===== src/rtl/core/tlohlc_pkg.sv =====
// Shared types, codes and defaults for the trade ledger core.
`default_nettype none
package tlohlc_pkg;

    localparam int unsigned DefNumSymbols = 64;
    localparam int unsigned DefLogDepth   = 1024;

    typedef enum logic [1:0] {
        OP_RECORD  = 2'd0,
        OP_CANCEL  = 2'd1,
        OP_ADJUST  = 2'd2,
        OP_REPLACE = 2'd3
    } t_op;

    typedef struct packed {
        logic [5:0]  sym;
        logic [63:0] id;
        logic [31:0] price;
        logic [31:0] vol;
        logic        canc;
    } t_entry;

    typedef struct packed {
        logic        valid;
        logic [31:0] open;
        logic [31:0] high;
        logic [31:0] low;
        logic [31:0] close;
        logic [63:0] vol;
    } t_stat;

    typedef enum logic [3:0] {
        ST_CLEAR,
        ST_IDLE,
        ST_DISPATCH,
        ST_LOOKUP,
        ST_DECIDE,
        ST_APPEND,
        ST_RDSTAT,
        ST_LOAD,
        ST_MODIFY,
        ST_RECOMP,
        ST_WRSTAT,
        ST_OUT
    } t_state;

    typedef struct packed {
        logic latch;
        logic clr_wr;
        logic lk_start;
        logic lk_step;
        logic wb_canc;
        logic wb_vol;
        logic append;
        logic fail_inc;
        logic set_full;
        logic set_ok;
        logic st_zero;
        logic st_load;
        logic st_fold;
        logic st_adj;
        logic rc_start;
        logic rc_step;
        logic st_wr;
        logic out_load;
    } t_cmd;

    typedef struct packed {
        t_op  op;
        logic in_range;
        logic full;
        logic clr_last;
        logic lk_done;
        logic found;
        logic ent_canc;
        logic rc_done;
        logic ok;
        logic out_free;
    } t_sts;

endpackage
`default_nettype wire


===== src/rtl/core/tlohlc_ctrl.sv =====
// Controller state machine that sequences each ledger operation.
`default_nettype none
module tlohlc_ctrl (
    input  wire logic               i_clk,
    input  wire logic               i_rst_n,
    input  wire logic               i_in_valid,
    output logic                    o_in_ready,
    input  wire tlohlc_pkg::t_sts   i_sts,
    output tlohlc_pkg::t_cmd        o_cmd
);

    tlohlc_pkg::t_state r_state;
    tlohlc_pkg::t_state n_state;

    always_ff @(posedge i_clk) begin
        if (!i_rst_n) begin
            r_state <= tlohlc_pkg::ST_CLEAR;
        end else begin
            r_state <= n_state;
        end
    end

    always_comb begin
        n_state = r_state;
        case (r_state)
            tlohlc_pkg::ST_CLEAR: begin
                if (i_sts.clr_last) n_state = tlohlc_pkg::ST_IDLE;
            end
            tlohlc_pkg::ST_IDLE: begin
                if (i_in_valid) n_state = tlohlc_pkg::ST_DISPATCH;
            end
            tlohlc_pkg::ST_DISPATCH: begin
                if (!i_sts.in_range) begin
                    n_state = tlohlc_pkg::ST_OUT;
                end else if (i_sts.op == tlohlc_pkg::OP_RECORD) begin
                    n_state = tlohlc_pkg::ST_RDSTAT;
                end else begin
                    n_state = tlohlc_pkg::ST_LOOKUP;
                end
            end
            tlohlc_pkg::ST_LOOKUP: begin
                if (i_sts.lk_done) n_state = tlohlc_pkg::ST_DECIDE;
            end
            tlohlc_pkg::ST_DECIDE: begin
                case (i_sts.op)
                    tlohlc_pkg::OP_CANCEL: begin
                        if (i_sts.found && !i_sts.ent_canc) n_state = tlohlc_pkg::ST_RECOMP;
                        else n_state = tlohlc_pkg::ST_RDSTAT;
                    end
                    tlohlc_pkg::OP_REPLACE: n_state = tlohlc_pkg::ST_APPEND;
                    default: n_state = tlohlc_pkg::ST_RDSTAT;
                endcase
            end
            tlohlc_pkg::ST_APPEND:  n_state = tlohlc_pkg::ST_RECOMP;
            tlohlc_pkg::ST_RDSTAT:  n_state = tlohlc_pkg::ST_LOAD;
            tlohlc_pkg::ST_LOAD:    n_state = tlohlc_pkg::ST_MODIFY;
            tlohlc_pkg::ST_MODIFY:  n_state = tlohlc_pkg::ST_WRSTAT;
            tlohlc_pkg::ST_RECOMP: begin
                if (i_sts.rc_done) n_state = tlohlc_pkg::ST_WRSTAT;
            end
            tlohlc_pkg::ST_WRSTAT:  n_state = tlohlc_pkg::ST_OUT;
            tlohlc_pkg::ST_OUT: begin
                if (i_sts.out_free) n_state = tlohlc_pkg::ST_IDLE;
            end
            default: n_state = tlohlc_pkg::ST_IDLE;
        endcase
    end

    always_comb begin
        o_cmd      = '0;
        o_in_ready = 1'b0;
        case (r_state)
            tlohlc_pkg::ST_CLEAR: o_cmd.clr_wr = 1'b1;
            tlohlc_pkg::ST_IDLE: begin
                o_in_ready  = 1'b1;
                o_cmd.latch = i_in_valid;
            end
            tlohlc_pkg::ST_DISPATCH: begin
                if (!i_sts.in_range) begin
                    o_cmd.fail_inc = 1'b1;
                    o_cmd.st_zero  = 1'b1;
                end else if (i_sts.op == tlohlc_pkg::OP_RECORD) begin
                    if (i_sts.full) begin
                        o_cmd.fail_inc = 1'b1;
                        o_cmd.set_full = 1'b1;
                    end else begin
                        o_cmd.append = 1'b1;
                        o_cmd.set_ok = 1'b1;
                    end
                end else begin
                    o_cmd.lk_start = 1'b1;
                end
            end
            tlohlc_pkg::ST_LOOKUP: o_cmd.lk_step = !i_sts.lk_done;
            tlohlc_pkg::ST_DECIDE: begin
                case (i_sts.op)
                    tlohlc_pkg::OP_ADJUST: begin
                        if (i_sts.found) begin
                            o_cmd.wb_vol = 1'b1;
                            o_cmd.set_ok = 1'b1;
                        end else begin
                            o_cmd.fail_inc = 1'b1;
                        end
                    end
                    default: begin
                        if (i_sts.found && !i_sts.ent_canc) begin
                            o_cmd.wb_canc  = 1'b1;
                            o_cmd.set_ok   = 1'b1;
                            o_cmd.rc_start = (i_sts.op == tlohlc_pkg::OP_CANCEL);
                        end else begin
                            o_cmd.fail_inc = 1'b1;
                        end
                    end
                endcase
            end
            tlohlc_pkg::ST_APPEND: begin
                o_cmd.rc_start = 1'b1;
                if (i_sts.full) begin
                    o_cmd.fail_inc = 1'b1;
                    o_cmd.set_full = 1'b1;
                end else begin
                    o_cmd.append = 1'b1;
                end
            end
            tlohlc_pkg::ST_LOAD: o_cmd.st_load = 1'b1;
            tlohlc_pkg::ST_MODIFY: begin
                o_cmd.st_fold = (i_sts.op == tlohlc_pkg::OP_RECORD) && i_sts.ok;
                o_cmd.st_adj  = (i_sts.op == tlohlc_pkg::OP_ADJUST) && i_sts.ok;
            end
            tlohlc_pkg::ST_RECOMP: o_cmd.rc_step = !i_sts.rc_done;
            tlohlc_pkg::ST_WRSTAT: o_cmd.st_wr = 1'b1;
            tlohlc_pkg::ST_OUT: o_cmd.out_load = i_sts.out_free;
            default: o_cmd = '0;
        endcase
    end

endmodule
`default_nettype wire


===== config.mk =====
export PLATFORM = sky130hd
export DESIGN_NAME = tlohlc_ctrl
export DESIGN_NICKNAME = d
export VERILOG_FILES = /design/src/rtl/core/tlohlc_pkg.sv /design/src/rtl/core/tlohlc_ctrl.sv
export SDC_FILE = /design/constraint.sdc
export NUM_CORES = 1
export LEC_CHECK = 0
export BUFFER_PORTS_ARGS = -buffer_cell sky130_fd_sc_hd__clkbuf_2
export CORE_ASPECT_RATIO = 1.1
export CORE_MARGIN = 2
export CORE_UTILIZATION = 45
export DETAILED_ROUTE_END_ITERATION = 8
export GPL_TIMING_DRIVEN = 0
export PLACE_DENSITY = 0.82
export RECOVER_POWER = 100
export SYNTH_ARGS = -nofsm -noshare
export SYNTH_HDL_FRONTEND = slang
export SYNTH_SLANG_ARGS = --single-unit

===== constraint.sdc =====
create_clock -name i_clk -period 1.8 [get_ports i_clk]
set_clock_uncertainty 0.1 [all_clocks]
set_input_delay 0.18 -clock i_clk [delete_from_list [all_inputs] [get_ports i_clk]]
set_output_delay 0.18 -clock i_clk [all_outputs]
set_load 0.1 [all_outputs]

==> run summary, run 1 <==
The stopping stage is 4_1_cts. For the count of yosys warnings during synthesis, the log shows 0. The floorplan step set the die width to 40.8 um.

The gate count of the mapped netlist was 88. The clock passes through at most 2 buffers. The starting density of the core came out at 0.486. After clock tree synthesis, the flow added hold-fix buffers numbering 0. The number of buffers added on ports is 32. The first error in the log reads "[ERROR DPL-0033] detailed placement checks failed during check placement".

Yosys mapped a number of flops with a built-in enable equal to 0. The placer congestion estimate is 0.809. The post-synth design cell area came out at 672 um^2. The primary flip-flop cell chosen by synthesis mapping is dfxtp_1. In this run the vertical extent of the chip is 44.5 um.

After legalization and detailed placement, the total HPWL measured 1500 um. The top-level port count was 33. The share of the yosys chip area belonging to registers was 0.119. The post-place setup slack is -0.184 ns, and the number of library cell types mapped by synthesis is 47. The share of flip-flops with an asynchronous set or reset works out to 0.

The floorplan has 14 rows. After clock tree synthesis, the repair step resized 50 gates. In this run, CTS created clock tree buffers numbering 3. The tools report the H-tree depth as 1. The clock net in this run drives a total of 4 sinks.

The number of nets handed over by synthesis was 102. The post-synthesis register bit count works out to 4. In this run the mean area of a mapped cell was 7.64 um^2. The count of buffers added by post-CTS timing repair for setup was 8. The tree is rooted in a clkbuf_4. The run stopped with a tool error.
==> synthesized netlist by cell type, types with 2 or more instances <==
library cell	n	area share
nand2_1	2	0.011
buf_4	2	0.022
nand4b_1	2	0.026
nand3_1	2	0.015
o21ai_0	3	0.022
or2_1	2	0.019
and3_1	4	0.037
buf_2	2	0.015
and2_1	2	0.019
nand2b_1	4	0.037
inv_1	3	0.017
a21oi_1	6	0.045
dfxtp_1	4	0.12
nor3_1	5	0.037
nor2_2	2	0.019
nor2_1	6	0.034
buf_6	2	0.034
nor2b_1	5	0.047
mux2i_1	2	0.030
==> cell families after synthesis <==
logic type             synth area share
AO/OA/AOI/OAI                     0.311
AND/OR/NAND/NOR                   0.447
buffers and inverters            0.0931
multiplexers                     0.0298
flip-flops                        0.119
==> stage by stage <==
stage	utilization	hold WS (ns)	instance area, um^2	std cells	setup TNS (ns)
after floorplan	-	0.189	843	88	-1.88
after global placement	0.740	0.338	1020	136	-0.718
after detailed placement	0.740	0.345	1020	136	-0.797
==> inputs of run 2 (changes only) <==
--- a/config.mk
+++ b/config.mk
@@ -6,12 +6,11 @@
 export NUM_CORES = 1
 export LEC_CHECK = 0
 export BUFFER_PORTS_ARGS = -buffer_cell sky130_fd_sc_hd__clkbuf_2
-export CORE_ASPECT_RATIO = 1.1
-export CORE_MARGIN = 2
-export CORE_UTILIZATION = 45
+export CORE_AREA = 2 2 63 65
 export DETAILED_ROUTE_END_ITERATION = 8
+export DIE_AREA = 0 0 65 67
 export GPL_TIMING_DRIVEN = 0
-export PLACE_DENSITY = 0.82
+export PLACE_DENSITY_LB_ADDON = 0.15
 export RECOVER_POWER = 100
 export SYNTH_ARGS = -nofsm -noshare
 export SYNTH_HDL_FRONTEND = slang
==> run summary, run 2 <==
The first global-routing pass estimated 4260 um of wire. The count of buffers added on input and output ports is 32. For the number of maximum-capacitance violations, the log shows 0.

Setup violations remaining at the end of the flow were counted as 4. The share of flip-flops with an asynchronous set or reset works out to 0. The die outline height came out at 67 um. The depth of the worst hold-timing path is 3, and the internal power contribution is 0.900 mW. The time the worst path needs with I/O delays and setup is 1.83 ns, and the placer congestion estimate is 0.722. For this run, the number of Yosys warnings is 0. The final clock period utilization by the worst path was 1.02. The signal on the critical path passes through nand2b_4 -> nor2_4 -> a32oi_4 -> nor3_4 -> clkbuf_16. Counting tap cells, the placed design contains a total of 168 instances. The run finished, with violations left.

After detailed routing, the number of vias per cell comes to 4.68. For the pin count of the biggest net entering global routing, the log shows 11. Summed over all layers, the global routing overflow is 0. The worst ir drop on vdd was 0.323 mV; the fraction of synthesized cell area taken by the top area cell type was 0.119.

The cell area power density was 1450 mW/mm^2; the count of flip-flops with a built-in enable after synthesis was 0. Detailed routing inserted a total of 861 vias. The most used flip-flop cell after synthesis is dfxtp_1. The clock latency at the later pin of the worst-skew pair came out at 0.22 ns. The endpoint identified for the worst register-to-register timing path is r_state[3]. The die covers 0.00436 mm^2. The repair_antennas step left the layout with diodes totalling 0. The pre-antenna-repair detailed-routing pass consisted of 4 iterations. The setup slack of the most critical reg-to-reg path was 0.14 ns; the post-synth design cell area was 672 um^2.

The logs give 1.16 mW for the switching power and 0 for the number of nets with antenna violations after routing. The share of the yosys chip area belonging to registers was 0.119; the number of endpoints with negative hold slack in the final report was 0. The commonest cells after synthesis are 6 x a21oi_1, 6 x nor2_1, 5 x nor2b_1, 5 x nor3_1. Storage element area: 88.8 um^2. The starting density of the core was 0.186. The slowest stage of the critical path belongs to the cell dfxtp_4.

The register with the most flip-flops in the layout has 4 of them. The top-level port count was 33. The path with the worst hold slack has its endpoint at r_state[1]. The final reports fail on setup timing. At the end of the flow, the number of nets in the layout was 152. The count of unresolved DRC violations after routing was 0; the depth of the worst register-to-register path was 7. The library cells used most frequently in the layout, excluding fill and tap cells, are 14 x clkbuf_2, 13 x buf_4, 8 x clkbuf_4, 6 x buf_6, 6 x clkbuf_8. Counting every net in the synthesized netlist gives 102. The initialized floorplan defines 22 standard-cell rows. The clock passes through at most 2 buffers. The gate count of the mapped netlist was 88; the area growth from synthesis to layout was 111%. The count of placed standard cells in the final layout, fillers left out was 184. The origin of the worst min-delay path is i_rst_n. The critical path depth in cells works out to 5. The clock-pin slew on the worst setup and hold paths came out at 0.03 ns. For the max-slew violation count, the log shows 0. Dividing the detail-routed wire length by the instance count gives 13.9 um. Along the worst path, the maximum fanout reaches 8. The reg-to-reg critical path startpoint is r_state[0]. The via count of the first global-routing pass came out at 889.

The floorplan step set the die width to 65 um. Setup repair after global routing could not meet its margin everywhere. Summed over all cells, the static leakage comes to 0.582 nW. The sum of buffers and inverters on the critical path works out to 1. The switching portion of total power is 0.562, and the data required time at the worst endpoint is 1.52 ns. The tightest hold path in the finished design has a slack of 0.120 ns. The run gives 0.092 as the part of the power in the clock network. The tools report the clock tree root driver cell as clkbuf_8.

The largest registers in the layout are r_state: 4 flops. The tools report the number of inserted filler cells in the final layout as 373. STA classifies the critical path endpoint as a primary output. The relative slew slack was 0.628. For this run, the top clock speed supported by timing is 545 MHz.

TritonCTS built the clock tree. The critical path start-end classification was flop to primary output. After synthesis the netlist holds a flip-flop and latch count of 4.

TritonCTS created 3 clock buffers. The tools report the kind of launch point of the worst setup path as a flop. The biggest area contributor in the post-synthesis netlist is dfxtp_1. Averaged over all synthesized cells, the footprint is 7.64 um^2. The final core utilization is 0.393, and the sum of negative setup slack is -0.0578 ns. The netlist uses 47 different library cells. The category of cells accounting for the largest share of critical-path delay is simple AND/OR/NAND/NOR gates. The sequential share of power was 0.088. Delay of the slowest critical-path stage: 0.37 ns. For the aggregate global-route resource usage, the log shows 0.127. Number of antenna violations at the first check in global routing: 0. In this run the worst hold path is classified as input pin to flop. The H-tree depth is 1, and the number of violations reported at the end of detailed-routing iteration 0 is 17.

Summed over all nets, the half-perimeter wirelength after detailed placement is 1770 um. The combinational share of power was 0.819; the clock sink total was 4. The multi-input combinational cells in the finished layout cover a total of 703 um^2.

Sorting the synthesized cells by area gives the leading types as dfxtp_1 12%, nor2b_1 4.7%, a21oi_1 4.5%, o41ai_4 4.1%, and3_1 3.7%. The area of the core came out at 0.00361 mm^2. Register with the most flip-flops: r_state. Overall power consumption after layout is estimated at 2.06 mW. The tools report the worst setup slack after layout as -0.0343 ns. The fraction of final layout cells sized beyond drive strength 1 came out at 0.618.

The measured slew at the worst slew-check pin works out to 0.556 ns. The routed design has 2550 um of wire. The data arrival time at the worst-slack endpoint was 1.55 ns.

Leading cell type in the layout, fill and taps excluded: clkbuf_2.
## run 2: how the worst max path moves through the flow
stage                          start         to  slack (ns)
after floorplan           r_state[0]  o_cmd[10]       -0.49
after global placement    r_state[0]  o_cmd[13]       -0.22
after detailed placement  r_state[0]  o_cmd[13]       -0.22
after CTS                 r_state[0]  o_cmd[13]       -0.02
after global routing      r_state[2]  o_cmd[11]       -0.10
final                     r_state[2]  o_cmd[11]       -0.03
## run 2: repair_timing
action	CTS	global route
setup buffers	9	4
pin swaps	8	3
gates resized for setup	40	16
hold buffers	0	0
setup endpoints to repair	18	13
## run 2: layout make-up
class                   count  area share
multi-input cells          74       0.496
repair buffers             45       0.306
flip-flops and latches      4      0.0627
plain buffers               7      0.0557
well taps                  48      0.0424
clock buffers               3      0.0292
inverters                   3     0.00795
## run 2: kinds of logic (layout without fill, tap and decap cells)
family,Yosys count,after routing,share of synthesized area
compound gates,25,25,0.311
buf+inv,10,58,0.0931
flops,4,4,0.119
mux,2,2,0.0298
simple gates,47,47,0.447
## run 2: worst register-to-register path: stages (launching register included)
cell	delay (ns)
dfxtp_1	0.29
buf_6	0.12
buf_4	0.12
clkbuf_2	0.13
mux2i_1	0.13
a22oi_1	0.24
and2_0	0.28
a211oi_1	0.11
## run 2: metal layers
metal  share of wire  up-vias  track usage
met1            0.44      403        0.155
met5               0        -            0
met3           0.068        0       0.0389
li1                -      428            -
met4               0        0       0.0160
met2            0.49       30        0.223
## run 2: power groups by stage
stage | Clock, mW | Combinational [mW] | Sequential (mW)
after floorplan | 0 | 1.23 | 0.161
after global placement | 0 | 1.45 | 0.174
after detailed placement | 0 | 1.46 | 0.175
after CTS | 0.197 | 1.67 | 0.180
after global routing | 0.216 | 1.79 | 0.186
final | 0.190 | 1.69 | 0.182
## run 2: per-stage QoR
stage / setup slack [ns] / area [um^2]
3_5_place_dp: -0.221 / 1060
5_1_grt: -0.105 / 1420
4_1_cts: -0.0204 / 1370
6_report: -0.0343 / 1420
3_3_place_gp: -0.221 / 1060
2_1_floorplan: -0.493 / 843
Power figures use the tool's default switching activity.
